File: src/design/mlfq_pkg.sv
// ----------------------------------------------------------------------------
// MLFQ scheduler package
// Sizes, command and register codes, and the item types shared by the
// scheduler modules.
// ----------------------------------------------------------------------------
package mlfq_pkg;

  // Queue sizes. NUM_JOBS is a power of two so FIFO slot indexes wrap by
  // truncation.
  localparam int NUM_JOBS    = 8;
  localparam int NUM_LEVELS  = 4;
  localparam int LENGTH_BITS = 8;

  localparam int ID_W   = 3;
  localparam int LVL_W  = $clog2(NUM_LEVELS);
  localparam int SLOT_W = $clog2(NUM_JOBS);
  localparam int CNT_W  = $clog2(NUM_JOBS + 1);

  // Level FIFO memory holds every level's ring, addressed {level, slot}.
  localparam int FIFO_DEPTH = NUM_LEVELS * NUM_JOBS;
  localparam int FIFO_AW    = $clog2(FIFO_DEPTH);

  // Job record memory holds {total, done} per job.
  localparam int JOB_REC_W = 2 * LENGTH_BITS;

  // Slice arithmetic saturates at 12 bits.
  localparam int              SLICE_W   = 12;
  localparam logic [SLICE_W-1:0] SLICE_MAX = '1;
  localparam int              BASE_W    = 4;

  // Configuration port.
  localparam int CFG_IDX_W = 1;
  localparam logic [CFG_IDX_W-1:0] REG_SLICE_BASE = 1'd0;
  localparam logic [CFG_IDX_W-1:0] REG_EXP_SLICES = 1'd1;

  // Command codes.
  localparam logic CMD_ARRIVE = 1'b0;
  localparam logic CMD_TICK   = 1'b1;

  typedef struct packed {
    logic                   command;
    logic [ID_W-1:0]        job_id;
    logic [LENGTH_BITS-1:0] job_length;
    logic                   arrival_next_tick;
  } cmd_t;

  typedef struct packed {
    logic             idle;
    logic [ID_W-1:0]  ran_id;
    logic [LVL_W-1:0] ran_level;
    logic             finished;
    logic             demoted;
  } res_t;

  typedef struct packed {
    logic                 we;
    logic [CFG_IDX_W-1:0] idx;
    logic [BASE_W-1:0]    data;
  } cfg_wr_t;

endpackage

File: src/design/mlfq_ram.sv
// ----------------------------------------------------------------------------
// Generic RAM
// One write port and one read port, read data registered.
// ----------------------------------------------------------------------------
module mlfq_ram #(
  parameter int WIDTH = 8,
  parameter int DEPTH = 8
) (
  input  logic                     clk_i,
  input  logic                     we_i,
  input  logic [$clog2(DEPTH)-1:0] waddr_i,
  input  logic [WIDTH-1:0]         wdata_i,
  input  logic [$clog2(DEPTH)-1:0] raddr_i,
  output logic [WIDTH-1:0]         rdata_o
);

  logic [WIDTH-1:0] mem_q [DEPTH];

  // Write and registered read; a same-address access returns the old word.
  always_ff @(posedge clk_i) begin
    if (we_i) begin
      mem_q[waddr_i] <= wdata_i;
    end
    rdata_o <= mem_q[raddr_i];
  end

endmodule

File: src/design/mlfq_slice.sv
// ----------------------------------------------------------------------------
// MLFQ slice unit
// Holds the slice configuration and a registered table of base powers, one
// multiply per level per cycle, settling after each configuration write.
// ----------------------------------------------------------------------------
module mlfq_slice (
  input  logic                           clk_i,
  input  logic                           rst_ni,
  input  mlfq_pkg::cfg_wr_t              cfg_i,
  input  logic [mlfq_pkg::LVL_W-1:0]     level_i,
  output logic [mlfq_pkg::SLICE_W-1:0]   slice_o,
  output logic                           settling_o
);

  localparam int PROD_W = mlfq_pkg::SLICE_W + mlfq_pkg::BASE_W;

  logic [mlfq_pkg::BASE_W-1:0]  base_q, base_d;
  logic                         exp_q, exp_d;
  logic [mlfq_pkg::SLICE_W-1:0] pow_q [mlfq_pkg::NUM_LEVELS];
  logic [mlfq_pkg::SLICE_W-1:0] pow_d [mlfq_pkg::NUM_LEVELS];
  logic [mlfq_pkg::LVL_W-1:0]   settle_q, settle_d;
  logic [mlfq_pkg::BASE_W-1:0]  base_eff;
  logic [PROD_W-1:0]            prod [mlfq_pkg::NUM_LEVELS];

  // A zero base behaves as one.
  assign base_eff = (base_q == '0) ? mlfq_pkg::BASE_W'(1) : base_q;

  // Register writes; any write restarts the settle count.
  always_comb begin
    base_d   = base_q;
    exp_d    = exp_q;
    settle_d = (settle_q != '0) ? settle_q - mlfq_pkg::LVL_W'(1) : settle_q;
    if (cfg_i.we) begin
      settle_d = mlfq_pkg::LVL_W'(mlfq_pkg::NUM_LEVELS - 1);
      unique case (cfg_i.idx)
        mlfq_pkg::REG_SLICE_BASE: base_d = cfg_i.data;
        mlfq_pkg::REG_EXP_SLICES: exp_d  = cfg_i.data[0];
        default: ;
      endcase
    end
  end

  // Power table: entry l is base^l, saturated, built one level per cycle.
  always_comb begin
    pow_d[0]  = mlfq_pkg::SLICE_W'(1);
    prod[0]   = '0;
    for (int l = 1; l < mlfq_pkg::NUM_LEVELS; l++) begin
      prod[l]  = PROD_W'(pow_q[l-1]) * PROD_W'(base_eff);
      pow_d[l] = (prod[l] > PROD_W'(mlfq_pkg::SLICE_MAX)) ? mlfq_pkg::SLICE_MAX
                                                         : prod[l][mlfq_pkg::SLICE_W-1:0];
    end
  end

  always_ff @(posedge clk_i or negedge rst_ni) begin
    if (!rst_ni) begin
      base_q   <= mlfq_pkg::BASE_W'(1);
      exp_q    <= 1'b0;
      settle_q <= '0;
      for (int l = 0; l < mlfq_pkg::NUM_LEVELS; l++) begin
        pow_q[l] <= mlfq_pkg::SLICE_W'(1);
      end
    end else begin
      base_q   <= base_d;
      exp_q    <= exp_d;
      settle_q <= settle_d;
      pow_q    <= pow_d;
    end
  end

  // Slice of the requested level.
  assign slice_o    = exp_q ? pow_q[level_i] : mlfq_pkg::SLICE_W'(base_eff);
  assign settling_o = (settle_q != '0);

endmodule

File: src/design/mlfq_tick_scheduler.sv
// ----------------------------------------------------------------------------
// MLFQ tick scheduler
// Result strobe path: an empty tick registers its result directly on accept;
// a tick with a job running goes through EXEC; a tick that dispatches a job
// goes through FETCH then EXEC (level FIFO memory read, then job record memory
// read); an arrive gives no result. Arrives and empty ticks leave busy_o low;
// other ticks hold busy_o until the result cycle; busy_o also holds while the
// slice table settles after a config write. The receiver cannot stall. Async reset empties queues.
// ----------------------------------------------------------------------------
module mlfq_tick_scheduler (
  input  logic                                clk_i,
  input  logic                                rst_ni,
  input  logic                                start_i,
  output logic                                busy_o,
  input  mlfq_pkg::cmd_t                      cmd_i,
  output logic                                done_o,
  output mlfq_pkg::res_t                      res_o,
  input  logic                                cfg_valid_i,
  output logic                                cfg_ready_o,
  input  logic [mlfq_pkg::CFG_IDX_W-1:0]      cfg_index_i,
  input  logic [mlfq_pkg::BASE_W-1:0]         cfg_data_i
);

  localparam logic [1:0] ST_IDLE  = 2'd0;
  localparam logic [1:0] ST_FETCH = 2'd1;
  localparam logic [1:0] ST_EXEC  = 2'd2;

  localparam int LB = mlfq_pkg::LENGTH_BITS;
  localparam logic [LB-1:0] LEN_MAX = '1;
  localparam logic [mlfq_pkg::CNT_W-1:0] CNT_FULL = mlfq_pkg::CNT_W'(mlfq_pkg::NUM_JOBS);
  localparam logic [mlfq_pkg::LVL_W-1:0] LVL_BOTTOM =
    mlfq_pkg::LVL_W'(mlfq_pkg::NUM_LEVELS - 1);

  logic [1:0]                    state_q, state_d;
  logic [mlfq_pkg::SLOT_W-1:0]   head_q [mlfq_pkg::NUM_LEVELS];
  logic [mlfq_pkg::SLOT_W-1:0]   head_d [mlfq_pkg::NUM_LEVELS];
  logic [mlfq_pkg::CNT_W-1:0]    cnt_q  [mlfq_pkg::NUM_LEVELS];
  logic [mlfq_pkg::CNT_W-1:0]    cnt_d  [mlfq_pkg::NUM_LEVELS];
  logic                          run_valid_q, run_valid_d;
  logic [mlfq_pkg::ID_W-1:0]     run_job_q, run_job_d;
  logic [mlfq_pkg::LVL_W-1:0]    run_lvl_q, run_lvl_d;
  logic [mlfq_pkg::SLICE_W-1:0]  used_q, used_d;
  logic                          anext_q, anext_d;
  logic [mlfq_pkg::NUM_JOBS-1:0] jvalid_q, jvalid_d;
  logic                          done_q, done_d;
  mlfq_pkg::res_t                res_q, res_d;

  logic                          accept;
  logic                          any_wait;
  logic [mlfq_pkg::LVL_W-1:0]    pick_lvl;

  logic                          fifo_we;
  logic [mlfq_pkg::FIFO_AW-1:0]  fifo_waddr, fifo_raddr;
  logic [mlfq_pkg::ID_W-1:0]     fifo_wdata, fifo_rdata;
  logic                          job_we;
  logic [mlfq_pkg::ID_W-1:0]     job_waddr, job_raddr;
  logic [mlfq_pkg::JOB_REC_W-1:0] job_wdata, job_rdata;

  logic [LB-1:0]                 rec_total, total, done_old, done_new;
  logic [mlfq_pkg::SLICE_W-1:0]  used_new, slice;
  logic                          fin, expired, can_dem, slice_busy;
  logic [mlfq_pkg::LVL_W-1:0]    new_lvl;
  mlfq_pkg::cfg_wr_t             cfg_wr;

  // Configuration goes straight to the slice unit.
  assign cfg_ready_o = 1'b1;
  assign cfg_wr      = '{we: cfg_valid_i, idx: cfg_index_i, data: cfg_data_i};

  mlfq_slice u_slice (
    .clk_i      (clk_i),
    .rst_ni     (rst_ni),
    .cfg_i      (cfg_wr),
    .level_i    (run_lvl_q),
    .slice_o    (slice),
    .settling_o (slice_busy)
  );

  // Level FIFO slots and job records.
  mlfq_ram #(
    .WIDTH (mlfq_pkg::ID_W),
    .DEPTH (mlfq_pkg::FIFO_DEPTH)
  ) u_fifo_ram (
    .clk_i   (clk_i),
    .we_i    (fifo_we),
    .waddr_i (fifo_waddr),
    .wdata_i (fifo_wdata),
    .raddr_i (fifo_raddr),
    .rdata_o (fifo_rdata)
  );

  mlfq_ram #(
    .WIDTH (mlfq_pkg::JOB_REC_W),
    .DEPTH (mlfq_pkg::NUM_JOBS)
  ) u_job_ram (
    .clk_i   (clk_i),
    .we_i    (job_we),
    .waddr_i (job_waddr),
    .wdata_i (job_wdata),
    .raddr_i (job_raddr),
    .rdata_o (job_rdata)
  );

  assign busy_o = (state_q != ST_IDLE) || slice_busy;
  assign accept = start_i && !busy_o;

  // Highest nonempty level, level 0 first.
  always_comb begin
    any_wait = 1'b0;
    pick_lvl = '0;
    for (int l = mlfq_pkg::NUM_LEVELS - 1; l >= 0; l--) begin
      if (cnt_q[l] != '0) begin
        any_wait = 1'b1;
        pick_lvl = mlfq_pkg::LVL_W'(l);
      end
    end
  end

  // Run one unit of the current job; records never written read as zero.
  assign rec_total = job_rdata[mlfq_pkg::JOB_REC_W-1:LB];
  assign total     = jvalid_q[run_job_q] ? rec_total : '0;
  assign done_old  = jvalid_q[run_job_q] ? job_rdata[LB-1:0] : '0;
  assign done_new  = (done_old == LEN_MAX) ? done_old : done_old + LB'(1);
  assign used_new  = (used_q == mlfq_pkg::SLICE_MAX) ? used_q
                                                     : used_q + mlfq_pkg::SLICE_W'(1);
  assign fin       = (done_new >= total);
  assign expired   = (used_new >= slice);
  assign can_dem   = (any_wait || anext_q) && (run_lvl_q != LVL_BOTTOM);
  assign new_lvl   = can_dem ? run_lvl_q + mlfq_pkg::LVL_W'(1) : run_lvl_q;

  // Command sequencer.
  always_comb begin
    state_d     = state_q;
    head_d      = head_q;
    cnt_d       = cnt_q;
    run_valid_d = run_valid_q;
    run_job_d   = run_job_q;
    run_lvl_d   = run_lvl_q;
    used_d      = used_q;
    anext_d     = anext_q;
    jvalid_d    = jvalid_q;
    done_d      = 1'b0;
    res_d       = res_q;
    fifo_we     = 1'b0;
    fifo_waddr  = '0;
    fifo_wdata  = '0;
    fifo_raddr  = {pick_lvl, head_q[pick_lvl]};
    job_we      = 1'b0;
    job_waddr   = '0;
    job_wdata   = '0;
    job_raddr   = run_job_q;

    unique case (state_q)
      ST_IDLE: begin
        if (accept) begin
          if (cmd_i.command == mlfq_pkg::CMD_ARRIVE) begin
            // Push at the front of level 0 and reset the job record.
            if (cnt_q[0] < CNT_FULL) begin
              head_d[0]  = head_q[0] - mlfq_pkg::SLOT_W'(1);
              cnt_d[0]   = cnt_q[0] + mlfq_pkg::CNT_W'(1);
              fifo_we    = 1'b1;
              fifo_waddr = {mlfq_pkg::LVL_W'(0), head_d[0]};
              fifo_wdata = cmd_i.job_id;
              job_we     = 1'b1;
              job_waddr  = cmd_i.job_id;
              job_wdata  = {cmd_i.job_length, LB'(0)};
              jvalid_d[cmd_i.job_id] = 1'b1;
            end
          end else begin
            anext_d = cmd_i.arrival_next_tick;
            if (run_valid_q) begin
              state_d = ST_EXEC;
            end else if (any_wait) begin
              // Pop the head of the chosen level; its slot is read now.
              head_d[pick_lvl] = head_q[pick_lvl] + mlfq_pkg::SLOT_W'(1);
              cnt_d[pick_lvl]  = cnt_q[pick_lvl] - mlfq_pkg::CNT_W'(1);
              run_lvl_d        = pick_lvl;
              used_d           = '0;
              state_d          = ST_FETCH;
            end else begin
              // Nothing runnable.
              done_d = 1'b1;
              res_d  = '{idle: 1'b1, ran_id: '0, ran_level: '0,
                         finished: 1'b0, demoted: 1'b0};
            end
          end
        end
      end

      ST_FETCH: begin
        run_job_d   = fifo_rdata;
        run_valid_d = 1'b1;
        job_raddr   = fifo_rdata;
        state_d     = ST_EXEC;
      end

      ST_EXEC: begin
        job_we    = 1'b1;
        job_waddr = run_job_q;
        job_wdata = {rec_total, done_new};
        done_d    = 1'b1;
        res_d     = '{idle: 1'b0, ran_id: run_job_q, ran_level: run_lvl_q,
                      finished: fin, demoted: 1'b0};
        state_d   = ST_IDLE;
        if (fin) begin
          run_valid_d = 1'b0;
          used_d      = '0;
        end else if (expired) begin
          // Slice used up: requeue at the rear, one level down if allowed.
          res_d.demoted = can_dem;
          run_valid_d   = 1'b0;
          used_d        = '0;
          if (cnt_q[new_lvl] < CNT_FULL) begin
            fifo_we        = 1'b1;
            fifo_waddr     = {new_lvl, head_q[new_lvl] +
                              cnt_q[new_lvl][mlfq_pkg::SLOT_W-1:0]};
            fifo_wdata     = run_job_q;
            cnt_d[new_lvl] = cnt_q[new_lvl] + mlfq_pkg::CNT_W'(1);
          end
        end else begin
          used_d = used_new;
        end
      end

      default: begin
        state_d = ST_IDLE;
      end
    endcase
  end

  // Control state.
  always_ff @(posedge clk_i or negedge rst_ni) begin
    if (!rst_ni) begin
      state_q     <= ST_IDLE;
      run_valid_q <= 1'b0;
      run_job_q   <= '0;
      run_lvl_q   <= '0;
      used_q      <= '0;
      anext_q     <= 1'b0;
      jvalid_q    <= '0;
      done_q      <= 1'b0;
      for (int l = 0; l < mlfq_pkg::NUM_LEVELS; l++) begin
        head_q[l] <= '0;
        cnt_q[l]  <= '0;
      end
    end else begin
      state_q     <= state_d;
      run_valid_q <= run_valid_d;
      run_job_q   <= run_job_d;
      run_lvl_q   <= run_lvl_d;
      used_q      <= used_d;
      anext_q     <= anext_d;
      jvalid_q    <= jvalid_d;
      done_q      <= done_d;
      head_q      <= head_d;
      cnt_q       <= cnt_d;
    end
  end

  // Result payload.
  always_ff @(posedge clk_i) begin
    res_q <= res_d;
  end

  assign done_o = done_q;
  assign res_o  = res_q;

endmodule

File: config.mk
export PLATFORM = sky130hd
export DESIGN_NAME = mlfq_tick_scheduler
export DESIGN_NICKNAME = d
export VERILOG_FILES = /design/src/design/mlfq_pkg.sv /design/src/design/mlfq_ram.sv /design/src/design/mlfq_slice.sv /design/src/design/mlfq_tick_scheduler.sv
export SDC_FILE = /design/constraint.sdc
export NUM_CORES = 1
export LEC_CHECK = 0
export BUFFER_PORTS_ARGS = -buffer_cell sky130_fd_sc_hd__buf_2
export CELL_PAD_IN_SITES_DETAIL_PLACEMENT = 2
export CELL_PAD_IN_SITES_GLOBAL_PLACEMENT = 2
export CORE_UTILIZATION = 46
export CTS_BUF_LIST = sky130_fd_sc_hd__clkbuf_16
export DETAILED_ROUTE_END_ITERATION = 10
export GPL_TIMING_DRIVEN = 0
export HOLD_SLACK_MARGIN = 0.1
export PLACE_DENSITY = 0.84
export SYNTH_ARGS = -nofsm -noshare
export SYNTH_HDL_FRONTEND = slang
export SYNTH_HIERARCHICAL = 1
export SYNTH_SLANG_ARGS = --single-unit
File: constraint.sdc
create_clock -name clk_i -period 5.8 [get_ports clk_i]
set_input_delay 0.58 -clock clk_i [delete_from_list [all_inputs] [get_ports clk_i]]
set_output_delay 0.58 -clock clk_i [all_outputs]
set_load 0.02 [all_outputs]
Word-level counts from Yosys, hierarchy flattened
Memories as Yosys holds them, arrays and structs flattened. A register that Yosys moved wholly into a read port is not among the register bits. Cells that the tools add are included. Widths: inputs -> output; s select.

Flip-flop bits (word level): 109. RAM bits: 224. Input bits: 22. Output and inout bits: 11. Memories kept: 2.

Add/subtract/negate cells: 10. Multiply operators: 2. $lt $le $gt $ge: 15. Equal/unequal tests: 20. Mux-type cells: 121. Bitwise operators: 7. Reduce and logical (&&, ||, !) cells: 32.

Memories: u_job_ram.mem_q (words 8, width 16, rd ports 1, clocked after memory_dff 1, wr ports 1, RTL line mlfq_ram.sv:17) `logic [WIDTH-1:0] mem_q [DEPTH];`; u_fifo_ram.mem_q (words 32, width 3, rd ports 1, clocked after memory_dff 1, wr ports 1, RTL line mlfq_ram.sv:17).

Operators by type and width (count): $mux 12 (16); $mux 16 (9); $pmux 16 s2 (2); $mux 8 (7); $mux 3 (17); $mux 4 (9); $bwmux 16 (2); $gt 16x12->1 const B (2); $mul 12x4->16 (2); $bmux 12 s2 (1); $mux 1 (24); $pmux 12 s2 (1); $mux 2 (11); $ne 2x2->1 const B (10); $reduce_and 5->1 (4); $bmux 4 s2 (2); $demux 4 s2 (2); $pmux 8 s2 (1); $reduce_and 8->1 (2); $reduce_bool 4->1 (4); $mux 5 (3); $ne 3x3->1 const B (5); $add 12x1->12 const B (1); $bmux 3 s2 (2); other kinds (41) (68).

Longest topological paths before layout
Word-level depth: 19. Gate-level depth with buffers: 21.

Modules after synthesis
Netlist, hierarchy kept.

By module, submodules not included: mlfq_ram at u_job_ram (instances 1, cells an instance 214, area each 5293.8 µm², sequential area each 4164.0 µm²); mlfq_tick_scheduler (instances 1, cells an instance 560, area each 5118.7 µm², sequential area each 1691.6 µm²); mlfq_ram at u_fifo_ram (instances 1, cells an instance 185, area each 3916.3 µm², sequential area each 2942.8 µm²); mlfq_slice (instances 1, cells an instance 297, area each 2826.5 µm², sequential area each 805.8 µm²).

Least setup slack after synthesis
No wires, ideal clock.

Path kind: register to register. Start: register run_job_q[0] (netlist bit). End: memory u_fifo_ram/mem_q[19][0] (netlist bit) (enable). Data arrival time: 4.924 ns. Data required time: 5.479 ns. Slack: 0.555 ns. Cell stages (with the launch flop): 19. Buffers on the path: 1. Clock period less this slack: 5.245 ns. Cell sequence: dfrtp_1 mux4_2 mux2_2 and2_1 ha_1 and3_1 nand4_1 nand2_1 xor2_1 ha_1 a2111oi_0 nand2b_1 a21oi_1 o21ai_0 or3_1 buf_2 nor2_1 or3b_2 nor2_1.

Elaborated cells on any way between the ends: 14.

RTL lines: start, declared (RTL line mlfq_tick_scheduler.sv:40) `logic [mlfq_pkg::ID_W-1:0] run_job_q, run_job_d;`; start signal, assigned (RTL line mlfq_tick_scheduler.sv:248) `run_job_q <= run_job_d;`; $bmux 1 s3 * (RTL line mlfq_tick_scheduler.sv:120, mlfq_tick_scheduler.sv:121); $mux 1 (not written as such) * (RTL line mlfq_tick_scheduler.sv:120, mlfq_tick_scheduler.sv:121); $mux 8 (RTL line mlfq_tick_scheduler.sv:121) `assign done_old = jvalid_q[run_job_q] ? job_rdata[LB-1:0] : '0;`; $add 8x1->8 or $eq 8x8->1 (tied branches) (RTL line mlfq_tick_scheduler.sv:122) `assign done_new = (done_old == LEN_MAX) ? done_old : done_old + LB'(1);`; $mux 8 (RTL line mlfq_tick_scheduler.sv:122); $ge 8x8->1 * (RTL line mlfq_tick_scheduler.sv:125) `assign fin = (done_new >= total);`; $mux 5 * (RTL line mlfq_tick_scheduler.sv:204) `if (fin) begin`; $pmux 5 s2 * (RTL line mlfq_tick_scheduler.sv:152) `unique case (state_q)`; via fifo_waddr (one bit) (RTL line mlfq_tick_scheduler.sv:53) `logic [mlfq_pkg::FIFO_AW-1:0] fifo_waddr, fifo_raddr;`; end, declared (RTL line mlfq_ram.sv:17).

The timed path passes the listed nets; every way through them passes the cells marked *. The select of a mux whose other input is x is not followed.

Final worst setup path
Start: register run_job_q[0] (netlist bit). End: memory u_fifo_ram/mem_q[14][2] (netlist bit) (enable).

Same word-level chain as after synthesis.

==> impl_results.md <==
- Number of global-route vias before repair: 12900
- Critical Path Source Type: flip-flop
- Ranking of synthesized cells by area: edfxtp_1, dfrtp_1, mux4_2, mux4_1, ha_1
- Synthesized Nets: 1357
- Relative slew slack: approximately a fifth
- Initial antenna violation count: 2
- Status: finished, violations left
- Residual DRC: 0
- Pleak: between 0.007 and 0.008 uW
- Die X: 195 um
- Setup Skew: 0.0171 ns
- Seq/Total Area, Yosys: 56.0%
- Initial Utilization: between 40% and 50%
- Site Rows: 70
- Syn. warnings: 6
- Pins Over Slew Limit: 0
- Syn avg cell area: 13.7 sq um
- Tightest Hold Check Type: primary input to flip-flop
- Synth top cells by count: edfxtp_1, nor2_1, dfrtp_1
- Asr flop ratio synth: a little over a quarter
- Hold_sp: cfg_data_i[1]
- Cell Pwr Density: around 430 nW/um^2
- Number of routed nets with antenna violations: 0
- Largest net degree at the start of global routing: 62
- Num ports: 33
- # setup viols final: 2
- Post-synth EDFFs: around 230
- R2R setup slack: -0.003 ns
- Worst r2r path cells: 20
- Synthesized flop and latch total: 341
- Core area: 36600 sq um
- Max VDD drop: 0.000313 V
- Initial DRT Pass Iterations: 5
- Die Ht: 195 um
- Worst slew pin tran: 1.19 ns
- Layout Nets: ~1500
- Vias: approximately 12000
- Max Cap Violations: 0
- Input/output buffers: 30
- Critical Path RT: 6.07 ns
- Max frequency: 0.172 GHz
- Via-per-instance ratio: 6.28
- Ratio of cells with drive above 1 in the final layout: 22.4%
- Final setup margin: -0.00335 ns
- Total CTS buffers: 38
- Diodes inserted: 0
- Placer Congestion: 0.840
- Final hold viol count: 0
- Placed Area: 18100 sq um
- Tmin final: about 5.8 ns
- Wire length per cell: 30.4 um
- Hold Path Cell Cnt: 2
- Design area: between 15000 and 20000 sq um
- Arr. time, crit path: 6.07 ns
- Root Driver: clkbuf_16
- First-pass GRT wire length: 84400 um
- H-tree depth: 2
- Hold WS: 0.252 ns
- DP HPWL: 35900 um
- R2r endpoint: u_fifo_ram/mem_q[14][2]$_DFFE_PP_
- Failing checks: setup timing
- Iteration-0 DRC count of the detailed router: 1085
- Reg clk slew, reported paths: 0.06 ns
- Area growth from synthesis to layout: 15.1%
- Netlist cell types: 85
- Routed WL: 56400 um
- GRT Total Usage: 30.0%
- Top-count cell post-synth: edfxtp_1
- Die ar.: 38100 sq um
- Synth top area share: 40.6%
- Clk_lat worst skew: 0.57 ns
- CTS tree: yes
- Total power draw: 8420 uW
- Worst setup EP type: flip-flop
- Syn Std Cell Area: 17200 sq um
- CP Class: flip-flop to flip-flop
- Main synth FF type: edfxtp_1
- Largest fanout on the critical path: 9
- Final Util: 54.0%
- Sink Count: 341
- Gr ovfl total: 0
- Hold path endpoint: u_slice/base_q[1]$_DFFE_PN0P_
- Worst reg2reg startpoint: run_job_q[0]$_DFF_PN0_
- Cells after Synth: 1256
- Max Root-Sink Buffers: 3
- Post-synth top area cell: edfxtp_1
- Final period util: 100%
[worst max-delay path: stages, from the launching register on]
cell       delay, ns
dfrtp_2         0.42
mux4_2          0.57
mux2_4          0.33
and2_4          0.19
ha_2            0.21
and3_4          0.17
nand4_1         0.16
nand4_1         0.21
xor2_2          0.27
nor2_1          0.08
ha_2            0.24
a2111oi_4       0.40
nand2b_1        0.21
a21oi_4         0.30
o21ai_4         0.11
or3_4           0.42
buf_8           0.17
o22ai_4         0.35
nand3b_1        0.28
buf_6           0.21
nor2_4          0.17
[flip-flops by register name (all words and copies together), names as in the netlist]
signal,cells
run_lvl_q,2
anext_q,1
u_slice/settle_q,2
head_q,12
u_slice/exp_q,1
run_valid_q,1
done_o,1
jvalid_q,8
u_fifo_ram/rdata_o,3
state_q,2
u_job_ram/rdata_o,16
u_slice/pow_q,25
used_q,12
u_job_ram/mem_q,128
cnt_q,16
u_fifo_ram/mem_q,96
run_job_q,3
res_o,8
u_slice/base_q,4
[final cells by class]
class                           instances  area, sq um
Clock inverter                         31          251
Buffer                                 50          278
Inverter                               75          282
Multi-Input combinational cell        789         7320
Tap cell                              468          586
Timing Repair Buffer                   59          449
Fill cell                            3351        16900
Sequential cell                       341         9610
Clock buffer                           39          976
[per-stage QoR]
| stage | setup slack (ns) | TNS [ns] | instances |
|---|---|---|---|
| CTS | -0.0509 | -0.448 | 1844 |
| global route | -0.150 | -14.80 | 1852 |
| finish | -0.00335 | -0.00612 | 1852 |
| detailed placement | -1.53 | -236.08 | 1763 |
| floorplan | 0.555 | 0 | 1256 |
| global placement | -0.688 | -78.72 | 1754 |
[power breakdown]
group	total (uW)	internal, uW	switching (uW)
clock network	2460	1400	1050
registers	3100	2830	275
logic	2860	1210	1650
[metal layers]
metal | part of all wire (%) | vias up | GRT usage, %
li1 | - | 4923 | -
met1 | 40 | 6196 | 36.2
met2 | 51 | 367 | 52.6
met3 | 4.7 | 137 | 5.23
met4 | 4.3 | 4 | 13.1
met5 | 0.048 | - | 0
[repair_timing]
action,4_1_cts,5_1_grt
gates resized for setup,58,29
buffers inserted,11,8
hold buffers,1,0
pin swaps,9,13
endpoints found under the setup margin,221,192
hold endpoints to repair,29,0
[cell usage in the layout (no fill, tap or decap), types with 9 or more instances in the layout]
master	Yosys	final
a211oi_1	9	9
a21o_1	17	17
a21oi_1	36	35
a22o_1	25	22
and2_1	50	49
and3_1	12	11
buf_2	3	31
buf_4	4	23
buf_6	8	11
clkbuf_1	29	28
clkbuf_16	0	39
clkinv_1	1	9
dfrtp_1	86	85
dfxtp_1	19	19
edfxtp_1	232	232
fa_1	19	19
ha_1	60	57
inv_1	74	84
mux2_2	44	43
mux2i_1	19	19
mux4_1	29	29
mux4_2	40	40
nand2_1	71	67
nand2b_1	12	12
nand3_1	26	25
nand3b_1	9	9
nor2_1	100	62
nor2_2	0	27
nor2_4	0	11
nor2b_1	17	17
nor3_1	14	12
o21ai_0	25	23
o22ai_1	16	14
xnor2_1	16	16
xor2_1	18	15
[cell families (layout without fill, tap and decap cells)]
group           after synthesis  count (layout)  synth area share, %
compound gates              187             187                 7.86
xor+xnor                     37              37                 2.02
fa+ha+maj                    79              79                 6.59
buf+inv                     126             254                 3.22
flops                       341             341                 56.0
mux                         133             133                 13.8
other cells                   1               1               0.0219
simple gates                352             352                 10.5
[worst max-delay path by stage]
stage / startpoint / end / slack, ns
2_1_floorplan: run_job_q[0]$_DFF_PN0_ / u_fifo_ram/mem_q[19][0]$_DFFE_PP_ / 0.55
3_3_place_gp: run_job_q[0]$_DFF_PN0_ / u_fifo_ram/mem_q[18][1]$_DFFE_PP_ / -0.69
3_5_place_dp: run_job_q[0]$_DFF_PN0_ / u_fifo_ram/mem_q[19][1]$_DFFE_PP_ / -1.53
4_1_cts: run_job_q[0]$_DFF_PN0_ / u_fifo_ram/mem_q[23][2]$_DFFE_PP_ / -0.05
5_1_grt: run_job_q[0]$_DFF_PN0_ / u_fifo_ram/mem_q[27][0]$_DFFE_PP_ / -0.15
6_report: run_job_q[0]$_DFF_PN0_ / u_fifo_ram/mem_q[14][2]$_DFFE_PP_ / -0.003
(Power assumes the default switching activity.)
